===== src/wpas_pkg.sv =====
// Shared types and constants for the waypoint advance sequencer.
// Used by every module in src; depends on nothing else.
package wpas_pkg;

    // Queue geometry.
    localparam int QUEUE_DEPTH = 64;
    localparam int CNT_W       = $clog2(QUEUE_DEPTH + 1);

    // Field widths.
    localparam int COORD_W = 24;
    localparam int TRIG_W  = 16;
    localparam int SQ_W    = 2 * COORD_W;
    localparam int ACC_W   = SQ_W + 2;

    // Request type codes.
    localparam logic [1:0] REQ_POSE  = 2'd0;
    localparam logic [1:0] REQ_POINT = 2'd1;
    localparam logic [1:0] REQ_TICK  = 2'd2;

    // Event codes of a result.
    localparam logic EVT_GOAL = 1'b0;
    localparam logic EVT_DROP = 1'b1;

    // Acceptance radius after reset, in millimeters.
    localparam logic [TRIG_W-1:0] TRIG_RESET = 16'd100;

    typedef struct packed {
        logic        [1:0]         req_type;
        logic signed [COORD_W-1:0] pos_x;
        logic signed [COORD_W-1:0] pos_y;
        logic signed [COORD_W-1:0] pos_z;
        logic                      new_trajectory;
    } in_t;

    typedef struct packed {
        logic signed [COORD_W-1:0] goal_x;
        logic signed [COORD_W-1:0] goal_y;
        logic signed [COORD_W-1:0] goal_z;
        logic                      event_code;
    } out_t;

    typedef struct packed {
        logic signed [COORD_W-1:0] x;
        logic signed [COORD_W-1:0] y;
        logic signed [COORD_W-1:0] z;
    } point_t;

    // Per-cell control of the queue row.
    typedef struct packed {
        logic load;
        logic shift;
    } cell_ctl_t;

    // Status of the distance unit.
    typedef struct packed {
        logic done;
        logic reached;
    } dist_stat_t;

endpackage


===== src/wpas_dist.sv =====
// Squared distance check with one shared 24x24 squarer.
// Depends on wpas_pkg for widths and the status type.
module wpas_dist
    import wpas_pkg::*;
(
    input  logic              aclk,
    input  logic              aresetn,
    input  logic              start,
    input  point_t            pose,
    input  point_t            goal,
    input  logic [TRIG_W-1:0] trig,
    output dist_stat_t        stat
);

    logic [COORD_W-1:0] ad_reg [3];
    logic [COORD_W-1:0] ad_next [3];
    logic [TRIG_W-1:0]  lim_reg;
    logic [SQ_W-1:0]    prod_reg;
    logic [SQ_W-1:0]    prod_next;
    logic [ACC_W-1:0]   acc_reg;
    logic [ACC_W-1:0]   acc_next;
    logic [2:0]         step_reg;
    logic [2:0]         step_next;
    logic               busy_reg;
    logic               busy_next;
    logic               done_reg;
    logic               done_next;
    logic               reached_reg;
    logic               reached_next;
    logic [COORD_W-1:0] op;

    // Absolute difference of two signed coordinates; it always fits in 24 bits.
    function automatic logic [COORD_W-1:0] abs_diff(input logic signed [COORD_W-1:0] a,
                                                    input logic signed [COORD_W-1:0] b);
        logic signed [COORD_W:0] d;
        logic        [COORD_W:0] n;
        d = {a[COORD_W-1], a} - {b[COORD_W-1], b};
        n = -d;
        return d[COORD_W] ? n[COORD_W-1:0] : d[COORD_W-1:0];
    endfunction

    // Squarer operand: the three differences, then the radius.
    always_comb begin
        case (step_reg[1:0])
            2'd0:    op = ad_reg[0];
            2'd1:    op = ad_reg[1];
            2'd2:    op = ad_reg[2];
            default: op = {{(COORD_W - TRIG_W){1'b0}}, lim_reg};
        endcase
    end

    // Squares go through prod_reg one per cycle and are summed behind it.
    always_comb begin
        ad_next      = ad_reg;
        prod_next    = prod_reg;
        acc_next     = acc_reg;
        step_next    = step_reg;
        busy_next    = busy_reg;
        done_next    = 1'b0;
        reached_next = reached_reg;
        if (start) begin
            ad_next[0] = abs_diff(pose.x, goal.x);
            ad_next[1] = abs_diff(pose.y, goal.y);
            ad_next[2] = abs_diff(pose.z, goal.z);
            acc_next   = '0;
            step_next  = 3'd0;
            busy_next  = 1'b1;
        end else if (busy_reg) begin
            if (step_reg == 3'd4) begin
                reached_next = acc_reg < {2'b00, prod_reg};
                done_next    = 1'b1;
                busy_next    = 1'b0;
            end else begin
                prod_next = op * op;
                if (step_reg != 3'd0) begin
                    acc_next = acc_reg + {2'b00, prod_reg};
                end
                step_next = step_reg + 3'd1;
            end
        end
    end

    always_ff @(posedge aclk) begin
        if (!aresetn) begin
            busy_reg <= 1'b0;
            done_reg <= 1'b0;
            step_reg <= 3'd0;
        end else begin
            busy_reg <= busy_next;
            done_reg <= done_next;
            step_reg <= step_next;
        end
        ad_reg      <= ad_next;
        prod_reg    <= prod_next;
        acc_reg     <= acc_next;
        reached_reg <= reached_next;
    end

    always_ff @(posedge aclk) begin
        if (start) begin
            lim_reg <= trig;
        end
    end

    assign stat.done    = done_reg;
    assign stat.reached = reached_reg;

endmodule

===== config.mk =====
export PLATFORM = sky130hd
export DESIGN_NAME = wpas_dist
export DESIGN_NICKNAME = d
export VERILOG_FILES = /design/src/wpas_pkg.sv /design/src/wpas_dist.sv
export SDC_FILE = /design/constraint.sdc
export NUM_CORES = 2
export LEC_CHECK = 0
export BUFFER_PORTS_ARGS = -buffer_cell sky130_fd_sc_hd__buf_4
export CORE_UTILIZATION = 50
export DETAILED_ROUTE_END_ITERATION = 8
export GPL_TIMING_DRIVEN = 1
export PLACE_DENSITY = 0.75
export SYNTH_ARGS = -nofsm -noshare
export SYNTH_HDL_FRONTEND = slang
export SYNTH_SLANG_ARGS = --single-unit

===== constraint.sdc =====
create_clock -name aclk -period 12.07 [get_ports aclk]
set_input_delay 2.414 -clock aclk [delete_from_list [all_inputs] [get_ports aclk]]
set_output_delay 2.414 -clock aclk [all_outputs]
set_load 0.01 [all_outputs]

==> impl_metrics.toml <==
[outcome]
outcome = "finished clean"

[timing]
layout_setup_ws_ns = 2.08
setup_viol = 0
rsz0062_at_grt = "no"
relSlewSlack_pct = 22.8
finalHoldViolations = 0
slew_violations = 0
finClkSkew_ns = 0.0116
post-route-min-period_ns = 9.99
fin_crit_sh_pct = 82.8
fmax_mhz = 100
worstMarginPinSlew_ns = 1.13
setup_tns_ns = 0

[yosys]
seq_area_frac_synth_pct = 16.3
synth_warnings = 0
synth_area_per_cell_um2 = 8.77
synth_edf_count = 136
async_flop_share_pct = 0
yosysUniqueCellTypes = 93
ys_ff_latch = 191
syn-cell-area_um2 = 31700
synth_ff_type = "edfxtp_1"
syn_inst = 3617
synth_nets = 4549

[setup_path]
crit_end = "prod_reg[45]$_DFFE_PP_"
r2r_start = "step_reg[0]$_SDFFE_PP0P_"
arrival_ns = 10.24
ff2ff_setup_slack_ns = 2.08
worstPathMaxFanout = 28
path_class = "reg2reg"
r2r_cells = 29
crit_required_ns = 12.31
crit_slowest_cell = "ha_1"
endpoint_kind = "register"
crit_top_cell = "fa_1"
r2r_end = "prod_reg[45]$_DFFE_PP_"
crit_path_start = "step_reg[0]$_SDFFE_PP0P_"
cpPeakStageDelay_ns = 0.84
startpoint_type = "register"

[worst_hold_path]
hold_path.class = "reg2reg"

[layout]
final_cell_mix = "inv_1 (768), fa_1 (425), nor2_1 (346), ha_1 (343), nand2_1 (289)"
final_common_cell = "inv_1"
diodes = 0
final_cells = 4574
drive_gt1_share_pct = 6.82
fin_nets = 4656
largest_register_ffs = 72
syn2layout_area_growth_pct = 8.36

[place]
gp_congestion = 0.967
dp_slack_ns = 2.28
dp.cells = 4542
numPortBuffers = 164
dp_hpwl_mm = 66.8

[floorplan]
num_rows = 91
ios = 165
start_util_pct = 51.0
core_area_um2 = 62200
die_w_um = 254
die_h_um = 254
die_area_um2 = 64500

[clock_tree]
clock_sinks = 191
cts_tree = "built"
cts-resized-gates = 0
cts_root_buf = "clkbuf_16"
clk_latency_ns = 0.49
cts_setup_buffers = 0
clockBufferDepth = 2
cts-htree-levels = 4
cts_inserted_buffers = 17
hold_buffers = 0
clk_pin_slew_ns = 0.08

[route]
dr.pass1.iters = 6
viasPerCell = 5.39
wl_per_cell_um = 17.2
drc = 0
first_iter_violations = 1649
via_count = 24700
postRouteAntennaNets = 0
wirelength_mm = 78.8

[grt]
grt_usage_pct = 25.3
grt_overflow_total = 0
grt_max_degree = 77
antenna_found_initial = 0
grt_pass1_vias = 24800
grt_pass1_wl_mm = 128

[job]
max-cap-violations = 0
critical path, delay by kind of cell (launching register included):
family / cells / cell delay, ns
fa+ha+maj: 9 / 4.71
simple gates: 6 / 2.14
compound gates: 7 / 1.58
buf+inv: 6 / 0.83
flops: 1 / 0.36
xor+xnor: 1 / 0.11
per-stage QoR:
stage	area [µm²]	utilization (%)	hold WS, ns
floorplan	31700	-	0.452
finish	34400	55.3	0.480
global placement	33800	54.3	0.463
CTS	34400	55.3	0.485
global route	34400	55.3	0.506
detailed placement	33800	54.3	0.474
cells in the mapped netlist (55+ instances only):
master,number,area (µm²)
clkbuf_1,77,289
fa_1,425,8510
o21ai_0,116,581
dfxtp_1,55,1100
xor2_1,60,526
nor2_1,346,1300
nand2_1,289,1080
a21oi_1,181,906
a21o_1,56,420
ha_1,344,4300
inv_1,768,2880
xnor2_1,147,1290
edfxtp_1,136,4080
cells by family (layout without fill, tap and decap cells):
family,after synthesis,count (layout),synth area share [%]
buf+inv,862,982,10.3
xor+xnor,207,207,5.71
simple gates,924,924,13.3
compound gates,636,636,13.1
fa+ha+maj,769,769,40.4
flops,191,191,16.3
mux,28,28,0.931
how the worst min path moves through the flow:
| stage | endpoint | slack (ns) | start | cells after the start |
|---|---|---|---|---|
| after floorplan | acc_reg[5]$_SDFFE_PP0P_ | 0.45 | acc_reg[5]$_SDFFE_PP0P_ | 2 |
| after global placement | acc_reg[39]$_SDFFE_PP0P_ | 0.46 | acc_reg[39]$_SDFFE_PP0P_ | 2 |
| after detailed placement | acc_reg[5]$_SDFFE_PP0P_ | 0.47 | acc_reg[5]$_SDFFE_PP0P_ | 2 |
| after global routing | acc_reg[5]$_SDFFE_PP0P_ | 0.51 | acc_reg[5]$_SDFFE_PP0P_ | 2 |
| after CTS | acc_reg[5]$_SDFFE_PP0P_ | 0.48 | acc_reg[5]$_SDFFE_PP0P_ | 2 |
| final | acc_reg[5]$_SDFFE_PP0P_ | 0.48 | acc_reg[5]$_SDFFE_PP0P_ | 2 |
final cells by class:
class                      instances  area, µm²
clock buffer                      19        464
multi-input combinational       2564      23300
timing repair buffer             177       1330
tap                              837       1050
clock inverter                    13        144
fill                            5665      27800
sequential                       191       5180
inverter                         773       2900
per-layer routing:
layer,global-route usage [%],vias up,wire length [µm]
met5,0,-,0
met4,7.40,0,1960
met3,5.45,109,6390
met2,41.1,843,36000
met1,33.9,11800,34500
li1,-,11900,-
Power is not shown: default switching activity piles up to over one toggle a cycle in this logic, so the estimate is an artifact.
