<file path="src/wpas_pkg.sv">
// Shared types and constants for the waypoint advance sequencer.
// Used by every module in src; depends on nothing else.
package wpas_pkg;

    // Queue geometry.
    localparam int QUEUE_DEPTH = 64;
    localparam int CNT_W       = $clog2(QUEUE_DEPTH + 1);

    // Field widths.
    localparam int COORD_W = 24;
    localparam int TRIG_W  = 16;
    localparam int SQ_W    = 2 * COORD_W;
    localparam int ACC_W   = SQ_W + 2;

    // Request type codes.
    localparam logic [1:0] REQ_POSE  = 2'd0;
    localparam logic [1:0] REQ_POINT = 2'd1;
    localparam logic [1:0] REQ_TICK  = 2'd2;

    // Event codes of a result.
    localparam logic EVT_GOAL = 1'b0;
    localparam logic EVT_DROP = 1'b1;

    // Acceptance radius after reset, in millimeters.
    localparam logic [TRIG_W-1:0] TRIG_RESET = 16'd100;

    typedef struct packed {
        logic        [1:0]         req_type;
        logic signed [COORD_W-1:0] pos_x;
        logic signed [COORD_W-1:0] pos_y;
        logic signed [COORD_W-1:0] pos_z;
        logic                      new_trajectory;
    } in_t;

    typedef struct packed {
        logic signed [COORD_W-1:0] goal_x;
        logic signed [COORD_W-1:0] goal_y;
        logic signed [COORD_W-1:0] goal_z;
        logic                      event_code;
    } out_t;

    typedef struct packed {
        logic signed [COORD_W-1:0] x;
        logic signed [COORD_W-1:0] y;
        logic signed [COORD_W-1:0] z;
    } point_t;

    // Per-cell control of the queue row.
    typedef struct packed {
        logic load;
        logic shift;
    } cell_ctl_t;

    // Status of the distance unit.
    typedef struct packed {
        logic done;
        logic reached;
    } dist_stat_t;

endpackage

</file>
<file path="src/wpas_cell.sv">
// One storage cell of the point queue row.
// Depends on wpas_pkg for the point and control types.
module wpas_cell
    import wpas_pkg::*;
(
    input  logic      aclk,
    input  cell_ctl_t ctl,
    input  point_t    wr_data,
    input  point_t    nbr_data,
    output point_t    q
);

    point_t data_reg;
    point_t data_next;

    // A load takes a new point; a shift takes the neighbor's point toward the head.
    always_comb begin
        data_next = data_reg;
        if (ctl.load) begin
            data_next = wr_data;
        end else if (ctl.shift) begin
            data_next = nbr_data;
        end
    end

    always_ff @(posedge aclk) begin
        data_reg <= data_next;
    end

    assign q = data_reg;

endmodule

</file>
<file path="config.mk">
export PLATFORM = sky130hd
export DESIGN_NAME = wpas_cell
export DESIGN_NICKNAME = d
export VERILOG_FILES = /design/src/wpas_pkg.sv /design/src/wpas_cell.sv
export SDC_FILE = /design/constraint.sdc
export NUM_CORES = 1
export LEC_CHECK = 0
export ABC_CLOCK_PERIOD_IN_PS = 7900
export CORE_MARGIN = 2
export CORE_UTILIZATION = 42
export DETAILED_ROUTE_END_ITERATION = 8
export DONT_BUFFER_PORTS = 1
export GPL_ROUTABILITY_DRIVEN = 0
export SLEW_MARGIN = 20
export SYNTH_ARGS = -nofsm -noshare
export SYNTH_HDL_FRONTEND = slang
export SYNTH_SLANG_ARGS = --single-unit
</file>
<file path="constraint.sdc">
create_clock -name aclk -period 7.9 [get_ports aclk]
set_input_delay 0.395 -clock aclk [delete_from_list [all_inputs] [get_ports aclk]]
set_output_delay 0.395 -clock aclk [all_outputs]
set_load 0.02 [all_outputs]
</file>
==> PnR_summary.wiki, run 1 <==
{| class="wikitable"
! Metric !! Value
|-
| Count of unique library cells instantiated by Yosys || 6
|-
| Worst path cell trace || or2_2 > buf_4
|-
| Initial standard-cell utilization of the core || around 44%
|-
| Post-place setup slack || 6290 ps
|-
| Biggest fanout along the worst timing path || 73
|-
| Combinational family with the most area after synthesis || multiplexers
|-
| LEAKAGE || 1.43 nW
|-
| Final critical-path share of the clock period || 16.3%
|-
| Cells taking the most area after synthesis || sky130_fd_sc_hd__edfxtp_1 64%, sky130_fd_sc_hd__mux2_4 31%, sky130_fd_sc_hd__buf_12 4.1%, sky130_fd_sc_hd__mux2_2 1.0%, sky130_fd_sc_hd__buf_6 0.33%
|-
| Synthesized-area fraction occupied by ao, oa, aoi and oai cells || 0%
|-
| Number of enable flip-flop cells after synthesis || 72
|-
| Vias in the first global route || ~1500
|-
| IR drop worst, VDD || 0.000100 V
|-
| Multiplexer share of the synthesized area || 31.6%
|-
| Global router's overall resource usage || about an eighth
|-
| Startpoint types || input port
|-
| Hold EP || q[25]$_DFFE_PP_
|-
| Clock tree from TritonCTS || done
|-
| Switching fraction of total power || 23.5%
|-
| Cell internal power dissipation || 0.691 mW
|-
| Start point of the critical path || ctl[1]
|-
| Clock-pin slew of the registers on the worst-case setup and hold paths || roughly 80 ps
|-
| Final worst slack || 6610 ps
|-
| Slew Viols, Final || 0
|-
| Hold-fix buffers at CTS || 0
|-
| Area post-placement || 3370 um^2
|-
| Most instantiated cells after synthesis || 72 x sky130_fd_sc_hd__edfxtp_1, 69 x sky130_fd_sc_hd__mux2_4, 7 x sky130_fd_sc_hd__buf_12, 3 x sky130_fd_sc_hd__mux2_2
|-
| Quantity of I/O buffers inserted on ports || 0
|-
| Transition time at the pin with the least slew margin || 881 ps
|-
| Max-capacitance violation count || 0
|-
| Via total after detailed routing || 1395
|-
| Arr. time, crit path || 1250 ps
|-
| Final routed wire length divided by cell count || about 24 um
|-
| Sum Neg Setup Slack || 0 ps
|-
| Flip-flop count of the largest register, all copies and words added || 72
|-
| Number of storage elements in the synthesis netlist || 72
|-
| Max frequency || 775 MHz
|-
| Wire length of the first global-routing pass || 8310 um
|-
| Initial drt markers || 19
|-
| Area of the mapped netlist || approximately 3400 um^2
|-
| Count of fill cells added during filler insertion || 664
|-
| Area overhead of the layout relative to synthesis || 5.72%
|-
| Number of buffers added for setup after CTS || 0
|-
| Number of buffers and inverters on the critical path || 1
|-
| Relative max-transition margin || 41.3%
|-
| Total stage count of the critical path || 2
|-
| Number of hold violations in the final report || 0
|-
| Unrepaired setup endpoints after global routing || no
|-
| Routed Antenna Nets || 0
|-
| Adder-cell share of the synthesized area || 0%
|-
| Number of buffers between clock root and the deepest sink || 2
|-
| CP Data Required Time || slightly below 8000 ps
|-
| Final Routed Wirelength || 6350 um
|-
| Worst min-delay path category || in2reg
|-
| Total die area || 8810 um^2
|-
| Slowest cell on the critical path || sky130_fd_sc_hd__buf_4
|-
| Portion of total power attributed to sequential cells || 60.3%
|-
| Share of final-layout standard cells stronger than drive strength 1 || 54.3%
|-
| Total number of nets in the final design || 304
|-
| Detailed-route vias per instance || 5.28
|-
| Post-DP HPWL || 4660 um
|-
| Seq/Total Area, Yosys || 63.8%
|-
| Synthesized area divided by synthesized cell count || roughly 22 um^2
|-
| Initial antenna violation count || 0
|-
| Top-count cell post-synth || sky130_fd_sc_hd__edfxtp_1
|-
| Number of cells on the worst hold path || 1
|-
| Warning count from the yosys run || 0
|-
| CTS-repair resized insts || 0
|-
| Syn Nets || 300
|-
| Part of the total power dissipated in combinational logic || 6.4%
|-
| IO Pins || 219
|-
| Sw power || 0.213 mW
|-
| Number of buffers created by CTS || 9
|-
| Number of cell rows || 32
|-
| Gr ovfl total || 0
|-
| # diodes || 0
|-
| Top FF cell, synth || sky130_fd_sc_hd__edfxtp_1
|-
| Worst path top cell family by delay || buffers and inverters
|-
| Die Y || approximately 94 um
|-
| Cell type contributing the most total cell area after synthesis || sky130_fd_sc_hd__edfxtp_1
|-
| Share of power burned in the clock network || 33.3%
|-
| Number of iterations in the first detailed-routing pass || 4
|-
| Simple logic cell fraction of the synthesized area || less than 1%
|-
| Number of clock sinks || 72
|-
| Residual DRC count || 0
|-
| Setup-failing EPs final || 0
|-
| Core Region || roughly 8000 um^2
|-
| Min-Delay Startpoint || wr_data[25]
|-
| Delay of the slowest cell on the worst path || approximately 660 ps
|-
| Category of the most critical setup path || in2reg
|-
| Clock root buffer master || sky130_fd_sc_hd__clkbuf_8
|-
| Horizontal die dimension || about 94 um
|-
| Share of the synthesized netlist area taken by xor and xnor gates || 0%
|-
| Summed area of non-filler cells in the final layout || 3580 um^2
|-
| Status || completed
|-
| Portion of synthesized cell area occupied by the leading cell type || 63.8%
|-
| Ratio of total power to cell area || 252 nW/um^2
|-
| Async S/R FF share, synth || 0%
|-
| Cells after Synth || roughly 150
|-
| Largest net degree at the start of global routing || 74
|-
| Shortest clock period the worst path allows after layout || around 1300 ps
|-
| Nature of the critical path endpoint || flip-flop
|-
| Max H-tree Level || 3
|}
==> through the flow <==
| stage | hold slack (ps) | total power [mW] | instances | utilization (%) |
|---|---|---|---|---|
| global route | 240 | 0.940 | 264 | 46.1 |
| detailed placement | 615 | 0.613 | 248 | 43.4 |
| CTS | 247 | 0.918 | 264 | 46.1 |
| global placement | 613 | 0.610 | 248 | 43.4 |
| finish | 270 | 0.904 | 264 | 46.1 |
| floorplan | 612 | 0.613 | 153 | - |
==> power groups by stage <==
stage / logic [mW] / clock network (mW) / registers [mW]
global placement: 0.0563 / 0 / 0.554
floorplan: 0.0680 / 0 / 0.545
global route: 0.0615 / 0.329 / 0.549
finish: 0.0579 / 0.301 / 0.545
CTS: 0.0590 / 0.313 / 0.547
detailed placement: 0.0589 / 0 / 0.554
==> per-layer routing <==
metal,GRT usage [%],part of all wire [%],vias to the layer above
li1,-,-,606
met1,13.3,34,666
met2,22.8,54,115
met3,6.98,10,8
met4,5.07,1.2,0
met5,0,0,-
==> placed cells by master, fill, tap and decap left out, drive strengths merged <==
master / instances
edfxtp: 72
mux2: 72
clkbuf: 9
clkinv: 5
bufinv: 2
or2: 1
buf: 1
==> area by class of cell <==
class                   count  area [um^2]  area share [%]
repair buffers              1         7.51           0.209
well taps                 102          128            3.56
multi-input cells          73         1080            30.0
flip-flops and latches     72         2160            60.3
clock inverters             7         86.3            2.41
clock buffers               9          124            3.46
==> kinds of logic after synthesis <==
kind of cell           count (synthesis)
buffers and inverters                  8
flip-flops                            72
multiplexers                          72
AND/OR/NAND/NOR                        1
==> worst max path at each step <==
| stage | to | slack (ps) |
|---|---|---|
| 3_3_place_gp | q[31]$_DFFE_PP_ | 6350 |
| 5_1_grt | q[53]$_DFFE_PP_ | 6580 |
| 3_5_place_dp | q[31]$_DFFE_PP_ | 6290 |
| 6_report | q[53]$_DFFE_PP_ | 6610 |
| 4_1_cts | q[19] | 6640 |
| 2_1_floorplan | q[0]$_DFFE_PP_ | 5120 |
(Power assumes the default switching activity.)
==> run 2: changes to the inputs <==
Settings changed: ABC_CLOCK_PERIOD_IN_PS 7900 to 1350.
Clock period 7.9 ns to 1.35 ns, I/O delays scaled along.
==> run 2 against run 1 <==
The flow now stops in clock tree synthesis (4_1_cts). Synthesized cell count is the same. Synthesized area unchanged.
==> PnR_summary.wiki, run 2 <==
{| class="wikitable"
! Metric !! Value
|-
| Status || did not finish
|-
| Max H-tree Level || 3
|-
| IO Pins || 219
|-
| Most instantiated cells after synthesis || 72 x sky130_fd_sc_hd__edfxtp_1, 69 x sky130_fd_sc_hd__mux2_4, 7 x sky130_fd_sc_hd__buf_12, 3 x sky130_fd_sc_hd__mux2_2
|-
| Async S/R FF share, synth || 0%
|-
| Tool error message || [ERROR RSZ-0060] Max buffer count reached.
|-
| CTS-repair resized insts || 0
|-
| Seq/Total Area, Yosys || 63.8%
|-
| Stage at which the flow ended || clock tree synthesis (4_1_cts)
|-
| Quantity of I/O buffers inserted on ports || 0
|-
| Initial standard-cell utilization of the core || roughly 44%
|-
| Cells taking the most area after synthesis || sky130_fd_sc_hd__edfxtp_1 64%, sky130_fd_sc_hd__mux2_4 31%, sky130_fd_sc_hd__buf_12 4.1%, sky130_fd_sc_hd__mux2_2 1.0%, sky130_fd_sc_hd__buf_6 0.33%
|-
| Post-DP HPWL || 4400 um
|-
| Synthesized area divided by synthesized cell count || around 22 um^2
|-
| Number of cell rows || 32
|-
| Number of buffers added for setup after CTS || 0
|-
| Number of buffers created by CTS || 9
|-
| Die Y || about 94 um
|-
| Cell type contributing the most total cell area after synthesis || sky130_fd_sc_hd__edfxtp_1
|-
| Hold-fix buffers at CTS || 102
|-
| Number of buffers between clock root and the deepest sink || 2
|-
| Top FF cell, synth || sky130_fd_sc_hd__edfxtp_1
|-
| Portion of synthesized cell area occupied by the leading cell type || between 60% and 70%
|-
| Count of unique library cells instantiated by Yosys || 6
|-
| Horizontal die dimension || 93.8 um
|-
| Area of the mapped netlist || 3390 um^2
|-
| Cells after Synth || 153
|-
| Number of enable flip-flop cells after synthesis || 72
|-
| Number of clock sinks || 72
|-
| Clock root buffer master || sky130_fd_sc_hd__clkbuf_8
|-
| Warning count from the yosys run || 0
|-
| Syn Nets || 300
|-
| Top-count cell post-synth || sky130_fd_sc_hd__edfxtp_1
|-
| Number of storage elements in the synthesis netlist || between 70 and 80
|}
==> run 2: cell counts after synthesis <==
No cell type changed its count.
==> run 2: through the flow <==
step | instance area (um^2) | util, % | cells | hold WS [ps] | setup WS [ps]
2_1_floorplan | 3400 | - | 153 | 285 | 23.7
3_3_place_gp | 3390 | 43.6 | 248 | 286 | 489
3_5_place_dp | 3390 | 43.6 | 248 | 287 | 463
==> run 2: cell families after synthesis <==
group                  share of synthesized area, %
AND/OR/NAND/NOR                               0.185
flip-flops                                     63.8
multiplexers                                   31.6
buffers and inverters                          4.47
==> run 3: changes to the inputs <==
Settings changed: CORE_UTILIZATION 42 to 27, PLACE_DENSITY_LB_ADDON set to 0.15.
==> run 3 against run 2 <==
The run again fails in clock tree synthesis (4_1_cts). Synthesized area unchanged. Synthesized cell count unchanged.
==> PnR_summary.wiki, run 3 <==
{| class="wikitable"
! Metric !! Value
|-
| Horizontal die dimension || 116 um
|-
| Area post-placement || 3470 um^2
|-
| Count of unique library cells instantiated by Yosys || 6
|-
| Number of clock sinks || 72
|-
| Number of storage elements in the synthesis netlist || 72
|-
| Clock root buffer master || sky130_fd_sc_hd__clkbuf_16
|-
| Quantity of I/O buffers inserted on ports || 0
|-
| Die Y || 116 um
|-
| Initial standard-cell utilization of the core || 28.0%
|-
| Synthesized area divided by synthesized cell count || 22.2 um^2
|-
| Number of enable flip-flop cells after synthesis || 72
|-
| Tool error message || [ERROR RSZ-0060] Max buffer count reached.
|-
| Most instantiated cells after synthesis || 72 x sky130_fd_sc_hd__edfxtp_1, 69 x sky130_fd_sc_hd__mux2_4, 7 x sky130_fd_sc_hd__buf_12, 3 x sky130_fd_sc_hd__mux2_2
|-
| Cell type contributing the most total cell area after synthesis || sky130_fd_sc_hd__edfxtp_1
|-
| Number of buffers added for setup after CTS || 0
|-
| Status || did not finish
|-
| Number of buffers between clock root and the deepest sink || 2
|-
| Cells taking the most area after synthesis || sky130_fd_sc_hd__edfxtp_1 64%, sky130_fd_sc_hd__mux2_4 31%, sky130_fd_sc_hd__buf_12 4.1%, sky130_fd_sc_hd__mux2_2 1.0%, sky130_fd_sc_hd__buf_6 0.33%
|-
| Top FF cell, synth || sky130_fd_sc_hd__edfxtp_1
|-
| Portion of synthesized cell area occupied by the leading cell type || 63.8%
|-
| Post-place setup slack || 453 ps
|-
| Stage at which the flow ended || clock tree synthesis (4_1_cts)
|-
| Number of buffers created by CTS || 9
|-
| Max H-tree Level || 3
|-
| Hold-fix buffers at CTS || 102
|-
| Seq/Total Area, Yosys || 63.8%
|-
| Syn Nets || 300
|-
| Warning count from the yosys run || 0
|-
| Async S/R FF share, synth || 0%
|-
| CTS-repair resized insts || 0
|-
| Top-count cell post-synth || sky130_fd_sc_hd__edfxtp_1
|-
| IO Pins || 219
|-
| Area of the mapped netlist || about 3400 um^2
|-
| Cells after Synth || 153
|-
| Number of cell rows || 40
|}
run 3: cell counts after synthesis:
Identical to the previous run, type by type.
run 3: per-stage QoR:
step,utilization [%],std cells
detailed placement,28.7,314
global placement,28.7,314
floorplan,-,153
run 3: cells by family after synthesis:
kind of cell / Yosys count / synth area share, %
and+or+nand+nor: 1 / 0.185
buffers and inverters: 8 / 4.47
DFF: 72 / 63.8
muxes: 72 / 31.6
